<file path="src/design/lkma_pkg.sv">
`timescale 1ns / 1ps
package lkma_pkg;

  localparam int TEMP_W    = 16;
  localparam int CFG_W     = 16;
  localparam int CFG_IDX_W = 2;
  localparam int KEEP_W    = 8;
  localparam int OUT_CNT_W = 8;

  localparam logic signed [TEMP_W-1:0] LOW_LIMIT_RST  = -16'sd2560;
  localparam logic signed [TEMP_W-1:0] HIGH_LIMIT_RST = 16'sd32000;
  localparam logic [KEEP_W-1:0]        KEEP_COUNT_RST = 8'd77;

  typedef enum logic [CFG_IDX_W-1:0] {
    CFG_LOW_LIMIT  = 2'd0,
    CFG_HIGH_LIMIT = 2'd1,
    CFG_KEEP_COUNT = 2'd2
  } cfg_idx_t;

  // one queued word from front to back
  typedef struct packed {
    logic                     keep;
    logic                     last;
    logic signed [TEMP_W-1:0] temp;
  } item_t;

  typedef struct packed {
    logic signed [TEMP_W-1:0] mean;
    logic                     none;
  } mean_t;

endpackage

</file>
<file path="src/design/lkma_front.sv">
`timescale 1ns / 1ps
module lkma_front (
  input  logic                                       in_tvalid,
  output logic                                       in_tready,
  input  logic signed [lkma_pkg::TEMP_W-1:0]         in_tdata,   // pixel_temp
  input  logic                                       in_tuser,   // pixel_invalid
  input  logic                                       in_tlast,
  input  logic signed [lkma_pkg::TEMP_W-1:0]         low_limit,
  input  logic signed [lkma_pkg::TEMP_W-1:0]         high_limit,
  input  logic                                       q_full,
  output logic                                       q_push,
  output lkma_pkg::item_t                            q_item
);

  logic keep;

  // words that are neither valid and within the limits nor end a frame are dropped here
  assign keep      = !in_tuser && (in_tdata >= low_limit) && (in_tdata <= high_limit);
  assign in_tready = !q_full;
  assign q_push    = in_tvalid && !q_full && (keep || in_tlast);

  assign q_item.keep = keep;
  assign q_item.last = in_tlast;
  assign q_item.temp = in_tdata;

endmodule

</file>
<file path="config.mk">
export PLATFORM = sky130hd
export DESIGN_NAME = lkma_front
export DESIGN_NICKNAME = d
export VERILOG_FILES = /design/src/design/lkma_pkg.sv /design/src/design/lkma_front.sv
export SDC_FILE = /design/constraint.sdc
export NUM_CORES = 1
export LEC_CHECK = 0
export BUFFER_PORTS_ARGS = -buffer_cell sky130_fd_sc_hd__buf_2
export CAP_MARGIN = 25
export CORE_UTILIZATION = 43
export DETAILED_ROUTE_END_ITERATION = 12
export GPL_TIMING_DRIVEN = 1
export PLACE_DENSITY_LB_ADDON = 0.1
export SLEW_MARGIN = 15
export SYNTH_ARGS = -nofsm -noshare
export SYNTH_HDL_FRONTEND = slang
export SYNTH_SLANG_ARGS = --single-unit
</file>
<file path="constraint.sdc">
create_clock -name vclk -period 1.75
set_input_delay 0.0875 -clock vclk [all_inputs]
set_output_delay 0.0875 -clock vclk [all_outputs]
set_load 0.03 [all_outputs]
</file>
==> results of run 1 <==
==> kinds of logic (layout without fill, tap and decap cells) <==
kind of cell | Yosys count | after routing | synth area share (%)
multiplexers | 1 | 1 | 1.02
adder cells (fa/ha/maj) | 32 | 32 | 40.9
AO/OA/AOI/OAI | 25 | 25 | 17.1
AND/OR/NAND/NOR | 29 | 29 | 14.2
buffers and inverters | 52 | 117 | 26.8
==> synth_stat cells (all sizes together) <==
| master | number | area share, % |
|---|---|---|
| inv | 34 | 13 |
| ha | 32 | 41 |
| buf | 18 | 14 |
| a21oi | 10 | 5.1 |
| nor2 | 8 | 3.1 |
| nand2 | 7 | 2.7 |
| nand4 | 6 | 3.8 |
| o21ai | 4 | 2.0 |
| a21o | 3 | 2.3 |
| a31oi | 2 | 1.3 |
| nand3 | 2 | 1.0 |
| nor2b | 2 | 1.3 |
| nor3 | 2 | 1.0 |
| a211oi | 1 | 0.77 |
| a21boi | 1 | 0.77 |
| a221oi | 1 | 1.5 |
| a32oi | 1 | 0.89 |
| mux2i | 1 | 1.0 |
| nand2b | 1 | 0.64 |
| o211ai | 1 | 0.77 |
| o41ai | 1 | 1.7 |
| or3 | 1 | 0.64 |
==> path summary, 6_finish.rpt <==
kind,startpoint,endpoint,cells past startpoint
min,in_tdata[5],q_item[5],2
max,in_tdata[15],q_push,8
==> power groups by stage <==
stage               sequential, µW  clock (µW)  combinational, µW
finish                           0           0                481
global route                     0           0                521
global placement                 0           0                324
CTS                              0           0                433
detailed placement               0           0                338
floorplan                        0           0                226
==> repair_timing <==
item,in CTS,in global routing
hold endpoints to repair,0,0
setup buffers,5,0
pin swaps,27,2
hold buffers,0,0
endpoints found under the setup margin,2,2
gates resized for setup,66,10
==> routing by layer <==
| metal | track usage, % | part of all wire [%] | vias to the layer above |
|---|---|---|---|
| met5 | 0 | 0 | - |
| met4 | 9.52 | 2.2 | 0 |
| met3 | 2.16 | 4.9 | 6 |
| li1 | - | - | 586 |
| met2 | 63.3 | 57 | 56 |
| met1 | 25.6 | 36 | 559 |
==> worst max-delay path: cells and delay by family <==
kind	cells	cell delay (ps)
compound gates	3	670
fa+ha+maj	1	270
buf+inv	3	360
simple gates	1	370
==> area by class of cell <==
type / instances / share of cell area [%]
multi-input cells: 87 / 58.0
inverters: 34 / 7.60
repair buffers: 83 / 32.4
well taps: 27 / 1.97
==> placed cells by master (no fill, tap or decap), drive strengths merged <==
master   n
buf     83
inv     34
ha      32
a21oi   10
nor2     8
nand2    7
nand4    6
o21ai    4
a21o     3
nand3    2
nor2b    2
nor3     2
a31oi    2
or3      1
a221oi   1
a32oi    1
a21boi   1
a211oi   1
nand2b   1
o211ai   1
mux2i    1
o41ai    1
==> per-stage QoR <==
stage	total power, µW	setup WS [ps]	area, µm²
final	481	-83.0	1710
after global routing	521	-164	1710
after CTS	433	-28.7	1650
after detailed placement	338	-203	1290
after global placement	324	-120	1290
after floorplan	226	79.5	991
==> impl_metrics.yaml, run 1 <==
pwr:
  switching_share_pct: 51.6
  p_comb_share_pct: 100.0
  p_clk_share_pct: 0
  p_seq_share_pct: 0
  intPower_uw: 233
  p_leak_uw: 0.000918
  pwr_density_cell_nw_per_um2: 281
  ir_drop_uv: 198
  power_switching_uw: 248
die:
  die_h_um: 49.7
  start_util_pct: 48.0
  placementRows: 16
  die_w_um: 49.7
  core_area_um2: 2040
  dieArea_um2: 2470
  io_pins: 72
logic_synthesis:
  ys_types: 23
  synthCells: 139
  synth_nets: 223
  yosys_warnings: 0
  yosysSeqAreaShare_pct: 0
  syn_avg_cell_area_um2: 7.05
  synth_area_um2: 980
critical_path:
  crit_fanout: 3
  critical_path.max_stage_delay_ps: 370
  arrival_ps: 1750
  worstSetupPathType: "in2out"
  cp_slowest_cell: "or3_4"
  crit_required_ps: 1660
  start_kind: "input port"
  path_cells: "buf_8, ha_4, inv_2, or3_4, a221oi_4, a21boi_2, o41ai_4, buf_4"
  critPathCaptureType: "primary output"
sta:
  holdWs_ps: 442
  slew_headroom_pct: 80.9
  fin_ws_ps: -83.0
  hold_viol: 0
  setup_violations: 2
  report.final.slew_viol_count: 0
  fin_setup_tns_ps: -113
  worst_slew_pin_slew_ps: 281
  max_freq_mhz: 546
  grt_setup_unrepaired: "yes"
  fin_crit_ps: 1830
  period_share_pct: 105
global_routing:
  antenna_found_initial: 0
  grt_use_total_pct: 28.6
  grt_max_degree: 4
  overflow: 0
  grt_pass1_wl_um: 5390
  first_global_vias: 1225
layout:
  instances_no_fill: 231
  syn2layout_area_growth_pct: 74.7
  seqCellArea_um2: 0
  drive_gt1_share_pct: 61.8
  fin_nets: 290
  diodes: 0
  post-route-util_pct: 83.8
  nClkBuffers: 0
  multiInputGateArea_um2: 993
  n_fill_cell: 120
  seq_cells: 0
route:
  routed_wl_um: 3470
  via_per_inst: 5.23
  drt.antenna.violating_nets: 0
  drt_iter0_drc: 13
  drt-wirelength-per-cell_um: 15.0
  vias: 1207
  drt_first_pass_iters: 4
  drc: 0
place:
  dp.cells: 226
  numPortBuffers: 72
  place_congestion: 0.785
  hpwl_um: 2200
outcome:
  status: "complete, but fails checks"
  violations: "negative setup slack"
run:
  cap_violations: 0
worst_hold_path:
  min_path_type: "in2out"
(Power assumes the default switching activity.)
==> run 2: changes to the inputs <==
--- a/config.mk
+++ b/config.mk
@@ -5,9 +5,9 @@
 export SDC_FILE = /design/constraint.sdc
 export NUM_CORES = 1
 export LEC_CHECK = 0
+export ABC_AREA = 1
 export BUFFER_PORTS_ARGS = -buffer_cell sky130_fd_sc_hd__buf_2
-export CAP_MARGIN = 25
-export CORE_UTILIZATION = 43
+export CORE_UTILIZATION = 45
 export DETAILED_ROUTE_END_ITERATION = 12
 export GPL_TIMING_DRIVEN = 1
 export PLACE_DENSITY_LB_ADDON = 0.1
@@ -15,3 +15,4 @@
 export SYNTH_ARGS = -nofsm -noshare
 export SYNTH_HDL_FRONTEND = slang
 export SYNTH_SLANG_ARGS = --single-unit
+export TNS_END_PERCENT = 30
==> impl_metrics.yaml, run 2 <==
layout:
  multiInputGateArea_um2: 767
  seqCellArea_um2: 0
  mostFrequentLayoutCells: "buf_2 (71), inv_1 (50), nand2_1 (35), ha_1 (32)"
  drive_gt1_share_pct: 36.1
  diodes: 0
  syn2layout_area_growth_pct: 24.9
  n_fill_cell: 227
  final_common_cell: "buf_2"
  nClkBuffers: 0
  fin_nets: 316
  seq_cells: 0
  instances_no_fill: 258
sta:
  period_share_pct: 92.0
  setup_violations: 0
  fin_setup_tns_ps: 0
  max_freq_mhz: 621
  grt_setup_unrepaired: "no"
  fin_ws_ps: 139
  worst_slew_pin_slew_ps: 204
  slew_headroom_pct: 86.3
  hold_viol: 0
  report.final.slew_viol_count: 0
  fin_crit_ps: 1610
route:
  vias: 1161
  via_per_inst: 4.50
  drt-wirelength-per-cell_um: 8.48
  drt.antenna.violating_nets: 0
  drt_iter0_drc: 4
  drt_first_pass_iters: 4
  drc: 0
  routed_wl_um: 2190
logic_synthesis:
  syn_avg_cell_area_um2: 6.17
  synth_nets: 260
  synth_area_um2: 1090
  yosysSeqAreaShare_pct: 0
  synth_top_cell_area_share_pct: 36.9
  synthTopCellsByArea: "ha_1 (37%), inv_1 (17%), buf_4 (12%), nand2_1 (12%), a21oi_1 (4.1%)"
  ys_types: 17
  synthCells: 176
  yosys_warnings: 0
  yosysMostFrequentCell: "inv_1"
  yosys-top-cells-count: "inv_1 (50), nand2_1 (35), ha_1 (32), buf_4 (18), a21oi_1 (9)"
  yosysTopAreaCell: "ha_1"
place:
  place_congestion: 0.855
  numPortBuffers: 72
  dp.cells: 258
  hpwl_um: 2120
  post-place-ws_ps: 111
die:
  die_w_um: 51.1
  start_util_pct: 48.6
  dieArea_um2: 2610
  io_pins: 72
  placementRows: 17
  die_h_um: 51.1
  core_area_um2: 2230
pwr:
  ir_drop_uv: 133
  p_leak_uw: 0.000968
  pwr_density_cell_nw_per_um2: 250
clocking:
  cts_hold_buf: 0
  post_cts_buffers: 0
global_routing:
  first_global_vias: 1046
  antenna_found_initial: 0
  grtUsageMet3_pct: 0.298
  grt_pass1_wl_um: 3680
  use_met1_pct: 19.6
  grt_use_total_pct: 17.3
  top_usage_layer: "met2"
  overflow: 0
  met2_usage_pct: 35.7
  grt_max_degree: 6
worst_hold_path:
  hold_end: "q_item[16]"
  hold_depth: 2
  min_path_type: "in2out"
  min_from: "in_tlast"
outcome:
  status: "finished, final reports clean"
critical_path:
  worstSetupPathType: "in2out"
  crit_fanout: 3
  arrival_ps: 1520
  critical_path.max_stage_delay_ps: 320
  crit_required_ps: 1660
  critPathCaptureType: "primary output"
  path_cells: "buf_2, ha_1, a21oi_2, nor2_1, nor2_1, nand2_1, nand2_1, nand3_1, nand3_2, nand3_2, a21oi_2, buf_4"
  cp_slowest_cell: "ha_1"
  start_kind: "input port"
run:
  cap_violations: 0
[run 2: changes by cell type after synthesis, sizes merged, moves of 2 or more]
cell   change
nor2       +2
inv       +17
nand2     +30
nor3       -2
a31oi      -2
nand3      +9
o21ai      -2
nand4      -3
a21o       -2
nor2b      -2
[run 2: what timing repair did]
| item | 4_1_cts | 5_1_grt |
|---|---|---|
| setup endpoints to repair | 0 | 1 |
| gates resized for setup | 0 | 4 |
| endpoints found under the hold margin | 0 | 0 |
[run 2: worst max-delay path by stage]
stage / startpoint / endpoint / depth (start not counted)
after floorplan: low_limit[7] / q_push / 11
after global placement: in_tdata[5] / q_push / 12
after detailed placement: in_tdata[5] / q_push / 12
after CTS: in_tdata[5] / q_push / 12
after global routing: in_tdata[5] / q_push / 12
final: in_tdata[5] / q_push / 12
[run 2: cell families (layout without fill, tap and decap cells)]
family	Yosys count	after routing	synth area share, %
AO/OA/AOI/OAI	14	14	7.26
AND/OR/NAND/NOR	61	61	25.8
adder cells (fa/ha/maj)	32	32	36.9
buffers and inverters	69	123	30.1
[run 2: worst max-delay path: cells and delay by family]
family / cells / cell delay [ps]
and+or+nand+nor: 7 / 570
adders and majority gates: 1 / 320
AOI/OAI and AO/OA: 2 / 260
buffers and inverters: 2 / 270
[run 2: cell type report]
| cell class | instances | share of cell area, % |
|---|---|---|
| Timing Repair Buffer | 72 | 26.8 |
| Multi-Input combinational cell | 107 | 56.5 |
| Tap cell | 28 | 2.58 |
| Inverter | 51 | 14.1 |
[run 2: report_power, final]
| part | switching (µW) | total, µW | internal (µW) |
|---|---|---|---|
| clock | 0 | 0 | 0 |
| sequential | 0 | 0 | 0 |
| combinational | 197 | 339 | 142 |
| total | 197 | 339 | 142 |
[run 2: metal layers]
layer | routed length [µm] | vias to the layer above | share of wire (%)
met5 | 0 | - | 0
met4 | 16 | 0 | 0.73
met3 | 127 | 2 | 5.8
met2 | 1100 | 40 | 50
met1 | 949 | 484 | 43
li1 | - | 635 | -
[run 2: per-stage QoR]
step / util, % / hold slack [ps] / cell area, µm² / power (µW)
after floorplan: - / 292 / 1090 / 246
after global placement: 60.3 / 442 / 1350 / 328
after detailed placement: 60.3 / 440 / 1350 / 338
after CTS: 60.3 / 441 / 1350 / 340
after global routing: 60.7 / 451 / 1360 / 388
final: 60.7 / 439 / 1360 / 339
