`src/design/lkma_pkg.sv`:
```
`timescale 1ns / 1ps
package lkma_pkg;

  localparam int TEMP_W    = 16;
  localparam int CFG_W     = 16;
  localparam int CFG_IDX_W = 2;
  localparam int KEEP_W    = 8;
  localparam int OUT_CNT_W = 8;

  localparam logic signed [TEMP_W-1:0] LOW_LIMIT_RST  = -16'sd2560;
  localparam logic signed [TEMP_W-1:0] HIGH_LIMIT_RST = 16'sd32000;
  localparam logic [KEEP_W-1:0]        KEEP_COUNT_RST = 8'd77;

  typedef enum logic [CFG_IDX_W-1:0] {
    CFG_LOW_LIMIT  = 2'd0,
    CFG_HIGH_LIMIT = 2'd1,
    CFG_KEEP_COUNT = 2'd2
  } cfg_idx_t;

  // one queued word from front to back
  typedef struct packed {
    logic                     keep;
    logic                     last;
    logic signed [TEMP_W-1:0] temp;
  } item_t;

  typedef struct packed {
    logic signed [TEMP_W-1:0] mean;
    logic                     none;
  } mean_t;

endpackage

```
`src/design/lkma_div.sv`:
```
`timescale 1ns / 1ps
module lkma_div #(
  parameter int CNT_W = 8,
  parameter int SUM_W = 23
) (
  input  logic                    clk,
  input  logic                    rst_n,
  input  logic                    start,
  input  logic signed [SUM_W-1:0] sum,
  input  logic [CNT_W-1:0]        cnt,
  output logic                    ready,
  output logic                    res_valid,
  input  logic                    res_ready,
  output lkma_pkg::mean_t         res,
  output logic [CNT_W-1:0]        res_cnt
);

  localparam int IT_W = $clog2(SUM_W);

  typedef enum logic [2:0] {
    ST_IDLE = 3'b001,
    ST_RUN  = 3'b010,
    ST_HOLD = 3'b100
  } div_st_t;

  div_st_t                            st_r;
  logic [SUM_W-1:0]                   dvd_r;
  logic [CNT_W:0]                     rem_r;
  logic [CNT_W-1:0]                   den_r;
  logic                               neg_r;
  logic                               none_r;
  logic [IT_W-1:0]                    iter_r;
  logic signed [lkma_pkg::TEMP_W-1:0] mean_r;

  logic [SUM_W-1:0]                   mag, dvd_nxt;
  logic [CNT_W:0]                     rem_sh, rem_nxt;
  logic                               ge;
  logic [lkma_pkg::TEMP_W-1:0]        q_lo;

  // magnitude plus half the count gives round half away from zero
  always_comb begin
    mag = sum[SUM_W-1] ? SUM_W'(-sum) : SUM_W'(sum);
    mag = mag + SUM_W'(cnt >> 1);
  end

  always_comb begin
    rem_sh  = {rem_r[CNT_W-1:0], dvd_r[SUM_W-1]};
    ge      = (rem_sh >= {1'b0, den_r});
    rem_nxt = ge ? rem_sh - {1'b0, den_r} : rem_sh;
    dvd_nxt = {dvd_r[SUM_W-2:0], ge};
    q_lo    = dvd_nxt[lkma_pkg::TEMP_W-1:0];
  end

  assign ready     = (st_r == ST_IDLE);
  assign res_valid = (st_r == ST_HOLD);
  assign res.mean  = mean_r;
  assign res.none  = none_r;
  assign res_cnt   = den_r;

  always_ff @(posedge clk) begin
    if (!rst_n) begin
      st_r <= ST_IDLE;
    end else begin
      unique case (st_r)
        ST_IDLE: begin
          if (start) begin
            den_r  <= cnt;
            neg_r  <= sum[SUM_W-1];
            dvd_r  <= mag;
            rem_r  <= '0;
            iter_r <= '0;
            none_r <= (cnt == '0);
            mean_r <= '0;
            st_r   <= (cnt == '0) ? ST_HOLD : ST_RUN;
          end
        end
        ST_RUN: begin
          dvd_r  <= dvd_nxt;
          rem_r  <= rem_nxt;
          iter_r <= iter_r + 1'b1;
          if (iter_r == IT_W'(SUM_W - 1)) begin
            mean_r <= neg_r ? -q_lo : q_lo;
            st_r   <= ST_HOLD;
          end
        end
        ST_HOLD: begin
          if (res_ready) begin
            st_r <= ST_IDLE;
          end
        end
        default: st_r <= ST_IDLE;
      endcase
    end
  end

endmodule

```
`config.mk`:
```
export PLATFORM = sky130hd
export DESIGN_NAME = lkma_div
export DESIGN_NICKNAME = d
export VERILOG_FILES = /design/src/design/lkma_pkg.sv /design/src/design/lkma_div.sv
export SDC_FILE = /design/constraint.sdc
export NUM_CORES = 1
export LEC_CHECK = 0
export ABC_AREA = 1
export ABC_CLOCK_PERIOD_IN_PS = 11400
export BUFFER_PORTS_ARGS = -buffer_cell sky130_fd_sc_hd__buf_4
export CORE_UTILIZATION = 50
export DETAILED_ROUTE_END_ITERATION = 16
export PLACE_DENSITY_LB_ADDON = 0.15
export SLEW_MARGIN = 20
export SYNTH_ARGS = -nofsm -noshare
export SYNTH_HDL_FRONTEND = slang
export SYNTH_SLANG_ARGS = --single-unit
```
`constraint.sdc`:
```
create_clock -name clk -period 11.4 [get_ports clk]
set_input_delay 2.28 -clock clk [delete_from_list [all_inputs] [get_ports clk]]
set_output_delay 2.28 -clock clk [all_outputs]
set_load 0.01 [all_outputs]
```
==> results of run 1 <==
-- flip-flops by register name (all words and copies together), names as in the netlist --
register,cells
mean_r,16
neg_r,1
st_r,3
dvd_r,23
rem_r,8
iter_r,5
res_cnt,8
none_r,1
-- worst max-delay path, delay by kind of cell --
| family | cells | cell delay, ps |
|---|---|---|
| buf+inv | 2 | 130 |
| fa+ha+maj | 2 | 590 |
| compound gates | 1 | 60 |
| simple gates | 14 | 1280 |
| xor+xnor | 1 | 140 |
-- cells in the mapped netlist, drive strengths merged, types with 2 or more instances --
master	number
o21bai	2
nor3	15
a31oi	2
xor2	12
nand3b	4
clkinv	3
inv	77
clkbuf	8
xnor2	8
nand3	46
o21a	2
fa	2
edfxtp	62
o22ai	5
nand2	161
ha	19
nand4	8
nor2	72
o31ai	4
nor4	2
a21oi	36
buf	6
o21ai	42
dfxtp	3
and2	2
-- path summary, 6_finish.rpt --
check	startpoint	end	cells past startpoint
setup / recovery	sum[0]	dvd_r[18]	20
hold / removal	dvd_r[18]	dvd_r[19]	2
setup reg to reg	res_cnt[2]	mean_r[12]	14
hold reg to reg	dvd_r[18]	dvd_r[19]	2
-- area by class of cell --
type,count,area share
timing repair buffer,66,0.08833
clock inverter,7,0.02097
tap,129,0.02878
sequential,65,0.3426
inverter,80,0.05354
multi-input combinational,450,0.4437
clock buffer,9,0.02208
-- per-stage QoR --
stage | hold slack [ps] | power [mW] | instance area [µm²] | cells
floorplan | 494.7 | 0.5818 | 4771 | 609
CTS | 528.5 | 0.9196 | 5609 | 806
detailed placement | 512.2 | 0.6782 | 5368 | 790
finish | 523.0 | 0.9168 | 5609 | 806
global placement | 500.3 | 0.6711 | 5368 | 790
global route | 536.5 | 0.9775 | 5609 | 806
-- report_power, final --
group          total (mW)  internal (mW)  leakage (nW)  switching, mW
logic               0.313          0.114          1.84          0.199
clock network       0.241          0.145         0.114         0.0961
registers           0.363          0.332         0.605         0.0303
-- metal layers --
| metal | track usage | vias to the layer above | share of wire |
|---|---|---|---|
| met5 | 0 | - | 0 |
| met4 | 0.07240 | 0 | 0.016 |
| met2 | 0.3363 | 117 | 0.42 |
| met3 | 0.03303 | 15 | 0.049 |
| li1 | - | 2159 | - |
| met1 | 0.3333 | 1840 | 0.52 |
-- cell families (layout without fill, tap and decap cells) --
group,Yosys count,after routing,share of synthesized area
AOI/OAI and AO/OA,96,96,0.1094
and+or+nand+nor,313,313,0.3137
adders and majority gates,21,21,0.05822
xor gates and xnor gates,20,20,0.03672
buffers and inverters,94,162,0.07920
DFF,65,65,0.4028
==> run summary, run 1 <==
Fmax: 227.0 MHz
Drt initial violations: 246
Largest net degree at the start of global routing: 45
Wirelength per Cell: 12.76 µm
Max incr delay on CP: 350 ps
Pre-antenna DRT Iters: 4
Mapped cell area: 0.004771 mm²
Crit Path Max Fanout: 4
Final Core Density: 0.6070
Most frequent cells in the layout: nand2_1 (138), inv_1 (71), buf_4 (66), edfxtp_1 (62), nor2_1 (61)
Final setup slack of the worst path: 6994 ps
CTS Buffer Depth: 2
Gpl congestion: 0.8733
Tcrit/Tclk final: 0.3865
DRT Wirelength: 10290 µm
Initial core utilization: 0.5163
Clock Tree Root: clkbuf_8
Clock Skew: 15.33 ps
Yosys top cell area share: 0.3902
Layout overhead on the synthesized area: 17.57%
Max cap viols: 0
Multi-input gate area: 0.002489 mm²
CTS tree: built
Worst EP arrival: 4490 ps
Ys flop type: edfxtp_1
P per Cell Area: 163.4 mW/mm²
Die Area: 0.009936 mm²
Share of the yosys chip area belonging to registers: 0.4028
Slew HR: 0.5584
Total global-route track usage: 0.2249
Final setup fails: 0
Port bufs: 61
Distinct cells, synth: 44
Status: finished, final reports clean
HPWL Detailed: 7791 µm
#FFs+latches synth: 65
Crit path kind: input port to flip-flop
# hold bufs at CTS: 0
Startpoint types: input port
# DRC: 0
Worst-path cell chain: buf_4 -> inv_1 -> ha_1 -> nand2_4 -> nand2_1 -> xnor2_1 -> ha_1 -> nand2_1 -> nor2_1 -> nand2_1 -> nand3_1 -> nand2_1 -> nand2_1 -> nand2_4 -> nor2_8 -> nand3_1 -> nor2_1 -> nand2_1 -> nand2_1 -> o21ai_1
FF/Latch Area: 0.001922 mm²
Clock tree sinks: 65
Core Area: 0.009240 mm²
Post-Syn Instances: 609
Synth top area cells: edfxtp_1 (39%), nand2_1 (11%), inv_1 (5.6%)
IO Count: 62
Clk pin slew, worst setup/hold paths: 70 ps
Slowest-stage cell, CP: ha_1
Crit end category: flip-flop
Slew at the pin closest to its max-slew limit: 657.3 ps
Fill cell count: 837
Post-route ant nets: 0
Slew Limit Fails: 0
Total setup buffers inserted after CTS: 0
Avg Inst Size Synth: 7.834 µm²
Antenna diode count: 0
Post-synth EDFFs: 62
RSZ-0062 raised after global routing: no
Number of synthesis warnings: 0
Final Critical Period: 4406 ps
Flop-to-flop setup slack: 8410 ps
Drt via density: 5.125
Hold WC Path Type: flip-flop to flip-flop
Row count: 35
Die Y: 99.68 µm
Setup TNS: 0 ps
Die W: 99.68 µm
Most common cell after layout, fill and taps aside: nand2_1
# nets final: 728
Dpl ws: 6638 ps
Max H-tree Level: 3
CP most frequent cell: nand2_1
Pleak: 2.555 nW
Latest clock arrival within the worst-skew pair: 340 ps
Syn Nets: 665
GRT overflow: 0
CTS Buf Count: 9
CTS resizes: 0
Layout cells sized above 1: 0.1891
VDD IR-drop max: 0.08513 mV
Initial antenna violation count: 0
Final number of hold-violating endpoints: 0
Synth area leader: edfxtp_1
Ys async rst share: 0
Vias in the first global route: 3695
Worst endpoint required time: 11490 ps
First-pass GRT wire length: 17600 µm
Vias: 4131
Power figures use the tool's default switching activity.
==> run 2, diff against run 1 <==
--- a/config.mk
+++ b/config.mk
@@ -6,7 +6,7 @@
 export NUM_CORES = 1
 export LEC_CHECK = 0
 export ABC_AREA = 1
-export ABC_CLOCK_PERIOD_IN_PS = 11400
+export ABC_CLOCK_PERIOD_IN_PS = 3800
 export BUFFER_PORTS_ARGS = -buffer_cell sky130_fd_sc_hd__buf_4
 export CORE_UTILIZATION = 50
 export DETAILED_ROUTE_END_ITERATION = 16
==> constraint.sdc (replaced) <==
create_clock -name clk -period 3.8 [get_ports clk]
set_input_delay 0.76 -clock clk [delete_from_list [all_inputs] [get_ports clk]]
set_output_delay 0.76 -clock clk [all_outputs]
set_load 0.01 [all_outputs]
==> run summary, run 2 (same netlist as run 1, synthesis figures left out) <==
P per Cell Area: 482.5 mW/mm² (+200%)
Most frequent cells in the layout: nand2_1 (138), inv_1 (71), buf_4 (66), edfxtp_1 (62), nor2_1 (61)
Setup TNS: 0 ps (unchanged)
Layout cells sized above 1: 0.1905 (+0.001477)
Regs by FF count: dvd_r x23, mean_r x16
Slew Limit Fails: 0 (unchanged)
Final Cell Area: 0.005595 mm² (-0.25%)
Fill cell count: 829 (-0.96%)
Vias: 4135 (+0.097%)
Drt initial violations: 246 (unchanged)
Crit Path Max Fanout: 4 (unchanged)
VDD IR-drop max: 0.2195 mV (+160%)
Final Core Density: 0.6056 (-0.001489)
Placed Instances: 790 (unchanged)
Layout overhead on the synthesized area: 17.28%
Crit path kind: flip-flop to flip-flop
Tcrit/Tclk final: 0.7707
Latest clock arrival within the worst-skew pair: 330 ps (about the same)
Max reg flops: 23 (unchanged)
Dpl ws: 539.4 ps (-6099 ps)
GRT overflow: 0 (unchanged)
Final setup slack of the worst path: 871.5 ps (-6123 ps)
Clk pin slew, worst setup/hold paths: 80 ps (about the same)
Pre-antenna DRT Iters: 7 (+3)
Crit end category: flip-flop
DRT Wirelength: 10310 µm (+0.21%)
Final setup fails: 0 (unchanged)
Die W: 99.68 µm (unchanged)
Gpl congestion: 0.8777 (+0.50%)
Initial core utilization: 0.5163 (unchanged)
Total global-route track usage: 0.2229 (-0.001915)
HPWL Detailed: 7866 µm (+0.96%)
Fmax: 341.5 MHz
Die Area: 0.009936 mm² (unchanged)
Port bufs: 61 (unchanged)
Slew at the pin closest to its max-slew limit: 590.0 ps (-67.37 ps)
Most common cell after layout, fill and taps aside: nand2_1
First-pass GRT wire length: 17650 µm (+0.28%)
Die Y: 99.68 µm (unchanged)
Status: finished, final reports clean
# DRC: 0 (unchanged)
# nets final: 728 (unchanged)
Final non-filler cell total: 806 (unchanged)
Total setup buffers inserted after CTS: 0 (unchanged)
Post-route ant nets: 0 (unchanged)
Clock Skew: 12.14 ps (-3.185 ps)
Max cap viols: 0 (unchanged)
Worst EP arrival: 3100 ps (-1390 ps)
Startpoint types: flip-flop
CTS Buffer Depth: 2 (unchanged)
RSZ-0062 raised after global routing: no
# hold bufs at CTS: 0 (unchanged)
Final number of hold-violating endpoints: 0 (unchanged)
Final Critical Period: 2929 ps
Register name with the most flops: dvd_r
Wirelength per Cell: 12.79 µm (+0.21%)
Largest net degree at the start of global routing: 44 (-2.2%)
Clock tree sinks: 65 (unchanged)
Max H-tree Level: 3 (unchanged)
Core Area: 0.009240 mm² (unchanged)
Initial antenna violation count: 0 (unchanged)
Post-DP Area: 0.005368 mm² (unchanged)
Row count: 35 (unchanged)
FF/Latch Area: 0.001922 mm² (unchanged)
Clock Tree Root: clkbuf_8
Antenna diode count: 0 (unchanged)
Multi-input gate area: 0.002489 mm² (unchanged)
Vias in the first global route: 3763 (+1.8%)
CTS tree: built
Hold WC Path Type: flip-flop to flip-flop
Worst endpoint required time: 3980 ps (-7510 ps)
CTS resizes: 0 (unchanged)
Slew HR: 0.6037 (+0.04526)
IO Count: 62 (unchanged)
Pleak: 2.554 nW (about the same)
Drt via density: 5.130 (about the same)
CTS Buf Count: 9 (unchanged)
## run 2: cell count changes in the layout (fill, tap and decap cells not counted)
| cell | change |
|---|---|
| bufinv_16 | -1 |
| clkinvlp_4 | -1 |
| clkbuf_8 | +1 |
| clkinv_2 | +1 |
| clkinv_4 | +1 |
| clkinv_1 | -1 |
## run 2: final cells by class
class / count / share of cell area
multi-input cells: 450 / 0.4448
flip-flops and latches: 65 / 0.3435
repair buffers: 66 / 0.08855
inverters: 80 / 0.05367
well taps: 129 / 0.02885
clock buffers: 10 / 0.02460
clock inverters: 6 / 0.01610
## run 2: per-stage QoR
step | hold slack, ps | total power, mW
final | 520.4 | 2.700
after global routing | 551.4 | 2.887
after CTS | 521.6 | 2.715
after detailed placement | 510.1 | 2.034
after global placement | 501.7 | 2.011
after floorplan | 494.7 | 1.741
## run 2: critical path, cell delays in order (launching register included)
cell and delay [ps]:
edfxtp_1 350, inv_1 60, ha_1 340, a21oi_1 130, o21ai_1 110, a21boi_1 220
nor2_1 120, a21oi_1 270, ha_1 240, inv_1 60, nor2_1 230, nand4_1 140
o21ai_0 250, o21ai_0 100, a21oi_1 160
## run 2: per-layer routing
metal  global-route usage  wire, µm
met2               0.3326      4433
met5                    0         0
met1               0.3387      5403
met3              0.02952       368
met4              0.05882       104
## run 2: path summary, 6_finish.rpt
check             start         end  slack, ps  depth (start not counted)
min           dvd_r[20]   dvd_r[21]        520                          2
max reg2reg  res_cnt[2]  mean_r[14]        870                         14
min reg2reg   dvd_r[20]   dvd_r[21]        520                          2
max          res_cnt[2]  mean_r[14]        870                         14
## run 2: power by group
part           internal [mW]  switching [mW]  total, mW
clock network          0.390           0.287      0.677
logic                  0.342           0.592      0.934
registers              0.997          0.0920       1.09
total                   1.73           0.971       2.70
