$ cat src/design/lkma_pkg.sv
`timescale 1ns / 1ps
package lkma_pkg;

  localparam int TEMP_W    = 16;
  localparam int CFG_W     = 16;
  localparam int CFG_IDX_W = 2;
  localparam int KEEP_W    = 8;
  localparam int OUT_CNT_W = 8;

  localparam logic signed [TEMP_W-1:0] LOW_LIMIT_RST  = -16'sd2560;
  localparam logic signed [TEMP_W-1:0] HIGH_LIMIT_RST = 16'sd32000;
  localparam logic [KEEP_W-1:0]        KEEP_COUNT_RST = 8'd77;

  typedef enum logic [CFG_IDX_W-1:0] {
    CFG_LOW_LIMIT  = 2'd0,
    CFG_HIGH_LIMIT = 2'd1,
    CFG_KEEP_COUNT = 2'd2
  } cfg_idx_t;

  // one queued word from front to back
  typedef struct packed {
    logic                     keep;
    logic                     last;
    logic signed [TEMP_W-1:0] temp;
  } item_t;

  typedef struct packed {
    logic signed [TEMP_W-1:0] mean;
    logic                     none;
  } mean_t;

endpackage

$ cat src/design/lkma_fifo.sv
`timescale 1ns / 1ps
module lkma_fifo (
  input  logic            clk,
  input  logic            rst_n,
  input  logic            push,
  input  lkma_pkg::item_t push_item,
  output logic            full,
  input  logic            pop,
  output logic            valid,
  output lkma_pkg::item_t head_item
);

  localparam int DEPTH = 4;
  localparam int PTR_W = $clog2(DEPTH);

  lkma_pkg::item_t  mem_r [DEPTH];
  logic [PTR_W-1:0] wr_ptr_r, wr_ptr_nxt;
  logic [PTR_W-1:0] rd_ptr_r, rd_ptr_nxt;
  logic [PTR_W:0]   fill_r, fill_nxt;

  assign full      = (fill_r == (PTR_W+1)'(DEPTH));
  assign valid     = (fill_r != '0);
  assign head_item = mem_r[rd_ptr_r];

  always_comb begin
    wr_ptr_nxt = push ? wr_ptr_r + 1'b1 : wr_ptr_r;
    rd_ptr_nxt = pop ? rd_ptr_r + 1'b1 : rd_ptr_r;
    fill_nxt   = fill_r + (PTR_W+1)'(push) - (PTR_W+1)'(pop);
  end

  always_ff @(posedge clk) begin
    if (!rst_n) begin
      wr_ptr_r <= '0;
      rd_ptr_r <= '0;
      fill_r   <= '0;
    end else begin
      wr_ptr_r <= wr_ptr_nxt;
      rd_ptr_r <= rd_ptr_nxt;
      fill_r   <= fill_nxt;
    end
  end

  always_ff @(posedge clk) begin
    if (push) begin
      mem_r[wr_ptr_r] <= push_item;
    end
  end

endmodule

$ cat config.mk
export PLATFORM = sky130hd
export DESIGN_NAME = lkma_fifo
export DESIGN_NICKNAME = d
export VERILOG_FILES = /design/src/design/lkma_pkg.sv /design/src/design/lkma_fifo.sv
export SDC_FILE = /design/constraint.sdc
export NUM_CORES = 1
export LEC_CHECK = 0
export BUFFER_PORTS_ARGS = -buffer_cell sky130_fd_sc_hd__buf_4
export CAP_MARGIN = 20
export CORE_MARGIN = 1.5
export CORE_UTILIZATION = 56
export DETAILED_ROUTE_END_ITERATION = 10
export PLACE_DENSITY = 0.77
export SLEW_MARGIN = 10
export SYNTH_ARGS = -nofsm -noshare
export SYNTH_HDL_FRONTEND = slang
export SYNTH_SLANG_ARGS = --single-unit
export TNS_END_PERCENT = 5
$ cat constraint.sdc
create_clock -name clk -period 2.3 [get_ports clk]
set_input_delay 0.23 -clock clk [delete_from_list [all_inputs] [get_ports clk]]
set_output_delay 0.23 -clock clk [all_outputs]
set_load 0.02 [all_outputs]
==> metrics list, run 1 <==
- Result of the run: completed
- In the post-synthesis netlist, the cell with the most instances is sky130_fd_sc_hd__edfxtp_1.
- Syn. warnings: 0
* Transition at the pin with the smallest max-transition slack: about 0.92 ns
- Cell count after synthesis: between 100 and 150
* Global-route wire length before repair: 7990 microns
* Clock period minus final worst setup slack: approximately 1.9 ns
- Fraction of power consumed by sequential logic: 0.524
- Last weighted congestion value of the routability-driven placer: 0.672
- Cell taking the most area after synthesis: sky130_fd_sc_hd__edfxtp_1
- Fmax: ~520 MHz
* Number of clock sinks seen by CTS: ~80
* Final Worst Setup Slack: around 0.38 ns
- For this design the top-level I/O count stands at 42.
* Inserted Clock Buffers: 9
- Of the total synthesized cell area, the portion taken by AND, OR, NAND and NOR gates is 0.0248.
- Along the worst path, the maximum fanout reaches 11.
* Vias: 1456
- Post-synth top flop: sky130_fd_sc_hd__edfxtp_1
- Setup repair after global routing left no endpoint under its margin.
* Async SR Flop Fraction: 0
- In the final routing, the length of wire on met1 measures 1920 microns.
- Total Negative Setup Slacks: 0 ns
* Launch instance of the worst register-to-register path: fill_r[0]$_SDFF_PN0_
* # port buffers: 41
- In this run the core area contains 26 standard-cell rows.
- Mean instance size in the synthesized netlist: roughly 23 sq um
- Measured against the total synthesized area, the mux share comes to 0.144.
- Adder-Cell Fraction of Synth Area: 0.0308
- The highest layer touched by signal routing is met4.
- On the final layout, the worst clock skew is between 0.007 and 0.008 ns.
* Detailed Route WL: 4980 microns
- The tree is rooted in a sky130_fd_sc_hd__clkbuf_8.
- In this run the power density over the cells is a little under 900 nW/um^2.
- The path class of the tightest hold or removal check is in -> reg.
- Final layout net count: approximately 220
- Met2 routed wirelength: 2720 microns
* Crit path largest cell delay: 0.59 ns
- Post-Synth XOR/XNOR Area: 0.0134
- Post-placement setup slack: around 0.53 ns
- Detailed-route vias per instance: between 5 and 6
- Of the total power, the share spent switching nets is 0.231.
- Data arrives at the worst endpoint at approximately 1.7 ns.
- The cell family contributing the most delay on the critical path is multiplexers.
- Final core area utilization: 0.710
- Share of post-route cells with drive strength above 1: 0.369
* Number of synthesized flops with an enable pin: 72
* Post-detailed-route count of antenna-violating nets: 0
- Final routed wire length divided by cell count: 18.8 microns
* Combinational share of power: 0.140
* Floorplan die area: ~6000 sq um
- Share of Yosys cell area claimed by the top area cell type: 0.701
* DIE WIDTH: approximately 77 microns
- Leakage: ~1.3 nW
- The pre-antenna-repair detailed-routing pass consisted of 4 iterations.
- Entering global routing, the biggest net connects 19 pins.
* Main combinational cell family by area after synthesis: multiplexers
* # diodes: 0
- The initial utilization of the core area, before any placement, comes to 0.592.
- Measured against its own limit, the worst slew margin works out to 0.389.
* Crit path required time: approximately 2.1 ns
* Internal power: approximately 2.5 mW
* Buffers from clock root to sink, at most: 2
- Hold timing on the final database bottoms out at a slack of between 0.07 and 0.08 ns.
- The post-synthesis compound-gate area fraction is 0.00487.
- Clock latency of the later-clocked register in the worst-skew pair: between 0.3 and 0.4 ns
- Buffers inserted during post-CTS setup optimization: 0
- Setup violations remaining at the end of the flow were counted as 0.
* Clock transition at path regs: about 0.08 ns
- The number of nets in the synthesized netlist is between 150 and 200.
* Flip-flop and latch count after synthesis: slightly above 80
- The worst setup path is captured at a primary output.
- After synthesis, the cell types taking the most area are sky130_fd_sc_hd__edfxtp_1 70%, sky130_fd_sc_hd__mux4_2 7.3%, sky130_fd_sc_hd__mux4_1 6.8%.
* Critical Path Slowest Stage Cell: sky130_fd_sc_hd__mux4_1
- Overall power: 3.29 mW
- After detailed routing, the met3 layer carries approximately 260 microns of wire.
- Final HPWL from detailed placement: about 3300 microns
* Initial antenna violation count: 0
- Final routed DRC violation total: 0
- The worst setup path is launched from a flop.
* Number of global-route vias before repair: ~1600
- Area of the mapped netlist: 3080 sq um
- Most frequent cell on the critical path: sky130_fd_sc_hd__buf_4
- The floorplan step set the die height to between 70 and 80 microns.
* Synth cell types: 20
- The number of hold violations in the final report is 0.
- For this design the total switching power over the nets is roughly 760 uW.
- Combined buffer and inverter count along the critical path: 2
* GRT overflow: 0
- Fin crit share: 0.836
- For this run, the total global-route usage over all layers was measured as 0.188.
- Of the total power, the clock network draws 0.336.
- The first routing iteration left around 110 violations.
* Layout overhead on the synthesized area: 19.8%
* Final max-slew violation count: 0
- Share of the yosys chip area belonging to registers: 0.760
* Final-layout fill cell count: about 350
- The H-tree was split into 3 levels.
* Worst Setup Path Type: reg -> out
- Number of violations of the max-capacitance limit: 0
* Most frequent cells after synthesis: 72 x sky130_fd_sc_hd__edfxtp_1, 10 x sky130_fd_sc_hd__mux4_2, 9 x sky130_fd_sc_hd__dfxtp_1
- Hold buffers post-CTS: 0
* Floorplan core area: between 5000 and 6000 sq um
- Maximum ir drop on the vdd rail: slightly above 0.0006 V
- TritonCTS clock tree: done
- Post-CTS repair changed the size of 0 cells.
- Critical path cell sequence: buf_4 -> mux4_1 -> buf_4
- The worst hold path begins at push_item[4].
[metrics by stage]
step	std cells	instance area (sq um)
after floorplan	137	3080
after global routing	265	3690
after global placement	249	3470
after CTS	265	3690
after detailed placement	249	3470
final	265	3690
[worst reg2reg max path, stage by stage (launching register included)]
cell and delay (ns):
sky130_fd_sc_hd__dfxtp_1 0.33, sky130_fd_sc_hd__inv_1 0.05, sky130_fd_sc_hd__ha_1 0.26, sky130_fd_sc_hd__inv_1 0.05, sky130_fd_sc_hd__ha_1 0.18, sky130_fd_sc_hd__fa_1 0.36
sky130_fd_sc_hd__xor3_1 0.38, sky130_fd_sc_hd__nor2_1 0.04
[final timing paths]
| check | to | slack (ns) | cells past startpoint |
|---|---|---|---|
| setup / recovery | head_item[17] | 0.38 | 3 |
| hold / removal | mem_r[0][4]$_DFFE_PP_ | 0.07 | 1 |
| setup reg to reg | fill_r[2]$_SDFF_PN0_ | 0.54 | 7 |
| hold reg to reg | wr_ptr_r[1]$_SDFFE_PN0P_ | 0.56 | 2 |
[final cells by class]
cell class                 count  area [sq um]  share of cell area
clock buffer                   9           124              0.0335
clock inverter                 7          95.1              0.0257
inverter                       7          26.3             0.00711
multi-input combinational     45           673               0.182
sequential                    81          2340               0.634
tap                           70          87.6              0.0237
timing repair buffer          46           345              0.0935
[state kept, by name, indices dropped and copies added, names as in the netlist, named ones only]
name and count:
rd_ptr_r 2, wr_ptr_r 2, fill_r 3, mem_r 72
[metal layers]
| metal | global-route usage | vias up |
|---|---|---|
| li1 | - | 656 |
| met1 | 0.216 | 750 |
| met2 | 0.325 | 43 |
| met3 | 0.0619 | 7 |
| met4 | 0.0764 | 0 |
| met5 | 0 | - |
[power groups by stage]
stage / sequential [mW] / combinational, mW / clock [mW]
CTS: 1.72 / 0.466 / 1.12
detailed placement: 1.76 / 0.466 / 0
finish: 1.72 / 0.460 / 1.10
global placement: 1.75 / 0.444 / 0
floorplan: 1.74 / 0.293 / 0
global route: 1.73 / 0.492 / 1.19
[cells in the final DEF (no fill, tap or decap)]
cell                         Yosys  layout
sky130_fd_sc_hd__edfxtp_1       72      72
sky130_fd_sc_hd__buf_4           0      46
sky130_fd_sc_hd__mux4_2         10      10
sky130_fd_sc_hd__dfxtp_1         9       9
sky130_fd_sc_hd__clkbuf_8        0       9
sky130_fd_sc_hd__mux4_1          8       8
sky130_fd_sc_hd__inv_1           7       7
sky130_fd_sc_hd__and2_1          6       6
sky130_fd_sc_hd__ha_1            6       6
sky130_fd_sc_hd__nor2_1          5       5
sky130_fd_sc_hd__clkinvlp_4      0       3
sky130_fd_sc_hd__xnor2_1         2       2
sky130_fd_sc_hd__bufinv_16       0       2
sky130_fd_sc_hd__or3_1           1       1
sky130_fd_sc_hd__and3_1          1       1
sky130_fd_sc_hd__a21bo_2         1       1
sky130_fd_sc_hd__nand3b_1        1       1
sky130_fd_sc_hd__a21oi_1         1       1
sky130_fd_sc_hd__mux2i_1         1       1
sky130_fd_sc_hd__xor3_1          1       1
sky130_fd_sc_hd__fa_1            1       1
sky130_fd_sc_hd__clkinv_4        0       1
sky130_fd_sc_hd__clkinv_1        0       1
[cells by family after synthesis]
logic type,count (synthesis)
xor gates and xnor gates,3
muxes,19
DFF,81
adders and majority gates,7
buffers and inverters,11
and+or+nand+nor,14
AOI/OAI and AO/OA,2
Note: power is estimated with default switching activity, not from simulation.
==> run 2: changes to the inputs <==
--- a/config.mk
+++ b/config.mk
@@ -8,9 +8,9 @@
 export BUFFER_PORTS_ARGS = -buffer_cell sky130_fd_sc_hd__buf_4
 export CAP_MARGIN = 20
 export CORE_MARGIN = 1.5
-export CORE_UTILIZATION = 56
+export CORE_UTILIZATION = 51
 export DETAILED_ROUTE_END_ITERATION = 10
-export PLACE_DENSITY = 0.77
+export PLACE_DENSITY = 0.74
 export SLEW_MARGIN = 10
 export SYNTH_ARGS = -nofsm -noshare
 export SYNTH_HDL_FRONTEND = slang
==> constraint.sdc (replaced) <==
create_clock -name clk -period 1.5 [get_ports clk]
set_input_delay 0.15 -clock clk [delete_from_list [all_inputs] [get_ports clk]]
set_output_delay 0.15 -clock clk [all_outputs]
set_load 0.02 [all_outputs]
==> run 2 against run 1 <==
  * Critical path type unchanged
  * The run now ends with negative setup slack left
  * Global-route usage is 0.85 points lower
  * Via count is 2.5% higher
  * Die area is 9.4% higher
  * First-iteration DRC count is 1.8% higher
==> metrics list, run 2 (synthesis results as in run 1) <==
- The run finished, with violations left.
- The final reports fail on negative setup slack.
* Post-detailed-route count of antenna-violating nets: 0
- Inserted Clock Buffers: 9
- Clock transition at path regs: about 0.08 ns
- After floorplanning, the core was sized to cover 5890 sq um.
- The floorplan step defined a die boundary enclosing roughly 6500 sq um.
- Clock skew on the completed layout was measured at 0.00219 ns.
* Share of post-route cells with drive strength above 1: 0.416
- Final Worst Setup Slack: -0.220 ns
* Die height: between 80 and 90 microns
- Global-route wire length before repair: just over 8000 microns
- The tool flagged a number of max-cap violations equal to 0.
- Unrepaired setup endpoints after global routing: true
- Last weighted congestion value of the routability-driven placer: between 0.5 and 0.6
- Timing analysis after detailed placement gives a worst setup slack of -0.0816 ns.
- Leakage: 1.42 nW
* Final core area utilization: 0.672
- The worst setup path is captured at a primary output.
- In the routed design, unresolved DRC markers number 0.
- After detailed routing, the average wire length per cell comes to 18.0 microns.
- The register with the most flip-flops in the layout has 72 of them.
- Floorplan row count: 28
- The startpoint identified for the worst hold timing path is push_item[8].
- For this run, the post-layout net count is about 240.
* Regs by FF count: mem_r x72, fill_r x3
* Buffers from clock root to sink, at most: 2
- Critical Path Slowest Stage Cell: sky130_fd_sc_hd__mux4_2
* Drt initial violations: 115
* R2r endpoint: fill_r[1]$_SDFF_PN0_
* Number of global-route vias before repair: roughly 1700
* Overall power: 5.14 mW
- All-Layer GR Usage: 0.180
* Final number of hold-violating endpoints: 0
- Relative to the synthesized area, the layout overhead comes to 28.2%.
- The number of antenna violations at the first check in global routing came to 0.
- The wire-length estimate of the detail-placed layout is roughly 3300 microns.
- Final max-slew violation count: 0
- Detailed Route WL: around 5200 microns
* Number of H-tree branching levels: 3
- Clock latency of the later-clocked register in the worst-skew pair: ~0.34 ns
* Ports: 42
* Most common cell after layout, fill and taps aside: sky130_fd_sc_hd__edfxtp_1
- Total power per unit cell area: ~1300 nW/um^2
* Crit path largest cell delay: 0.53 ns
- Crit path DAT: 1.57 ns
- Setup violations remaining at the end of the flow were counted as 20.
- Number of clock sinks seen by CTS: 81
- STA classifies the critical path startpoint as a flop.
- For this run, the detailed router's first-pass iteration total came to 4.
- Fin crit share: 1.15
- For this configuration, the core starts out at a cell density of 0.524.
* Clock period minus final worst setup slack: 1.72 ns
- Most flops, register: mem_r
- The worst-case IR drop observed on VDD is 0.000647 V.
- Critical path cell sequence: buf_12 -> mux4_2 -> buf_6
- The die is around 81 microns wide.
- Launch instance of the worst register-to-register path: fill_r[0]$_SDFF_PN0_
- Across all register-to-register paths, the minimum setup slack is -0.05 ns.
* Crit path required time: about 1.4 ns
* Terminating pin of the worst hold path: mem_r[1][8]$_DFFE_PP_
- Pin count of the biggest net entering global routing: 19
- The min-delay analysis places its worst path in the category in -> reg.
- The count of buffers added on input and output ports is roughly 40.
- Static timing analysis puts the maximum clock frequency at 581 MHz.
- Worst Setup Path Type: reg -> out
* Number of stages on the worst hold path: 1
- The root buffer cell chosen for the clock tree is sky130_fd_sc_hd__clkbuf_8.
- The worst pin sits at a relative slew slack of 0.819.
- For the pin with the worst max-slew slack, the measured transition is about 0.27 ns.
* Vias: ~1500
- Largest fanout of any net on the critical path: 9
- Commonest cells after routing, fill and taps aside: 72 x sky130_fd_sc_hd__edfxtp_1, 29 x sky130_fd_sc_hd__buf_4, 19 x sky130_fd_sc_hd__buf_6
- GRT overflow: 0
* TritonCTS clock tree: done
- Worst-case reg-to-reg path depth: 6
* # diodes: 0
- After detailed routing, the number of vias per cell comes to 5.16.
## run 2: through the flow
| stage | instance area (sq um) | TNS, ns | hold WS (ns) | std cells |
|---|---|---|---|---|
| floorplan | 3080 | 0 | 0.249 | 137 |
| global placement | 3520 | -0.0158 | 0.349 | 258 |
| detailed placement | 3520 | -0.144 | 0.353 | 258 |
| CTS | 3950 | -3.94 | 0.000187 | 289 |
| global route | 3950 | -4.62 | 0.00140 | 289 |
| finish | 3950 | -3.48 | 0.0140 | 289 |
## run 2: timing repair
item                       in CTS  in global routing
pin swaps                       1                  0
buffers inserted                0                  0
resized for setup              34                  5
cloned                          1                  0
hold buffers                   14                  0
hold endpoints to repair       55                  0
setup endpoints to repair      20                 20
## run 2: final cells by class
type | count | area [sq um]
sequential | 81 | 2350
fill | 398 | 1930
multi-input combinational | 45 | 651
timing repair buffer | 65 | 627
clock buffer | 9 | 124
tap | 75 | 93.8
clock inverter | 7 | 85.1
inverter | 7 | 26.3
## run 2: worst max-delay path by stage
| stage | from | end | cells past startpoint |
|---|---|---|---|
| 2_1_floorplan | fill_r[0]$_SDFF_PN0_ | fill_r[2]$_SDFF_PN0_ | 7 |
| 3_3_place_gp | fill_r[0]$_SDFF_PN0_ | fill_r[2]$_SDFF_PN0_ | 7 |
| 3_5_place_dp | fill_r[0]$_SDFF_PN0_ | fill_r[2]$_SDFF_PN0_ | 7 |
| 4_1_cts | flop | head_item[16] | 3 |
| 5_1_grt | flop | head_item[13] | 3 |
| 6_report | flop | head_item[5] | 3 |
## run 2: report_power, final
part	internal (mW)	switching [mW]	leakage, nW
combinational	0.463	0.384	0.580
sequential	2.59	0.0554	0.737
clock	0.919	0.731	0.104
## run 2: per-layer routing
layer	track usage	vias up	share of wire	wire length [microns]
li1	-	685	-	-
met1	0.222	757	0.41	2140
met2	0.299	37	0.53	2760
met3	0.0404	13	0.043	223
met4	0.0948	0	0.017	91
met5	0	-	0	0
## run 2: worst max-delay path, delay by kind of cell, from the launching register on
kind                   cells  cell delay [ns]
DFF                        1             0.39
buffers and inverters      2             0.30
muxes                      1             0.53
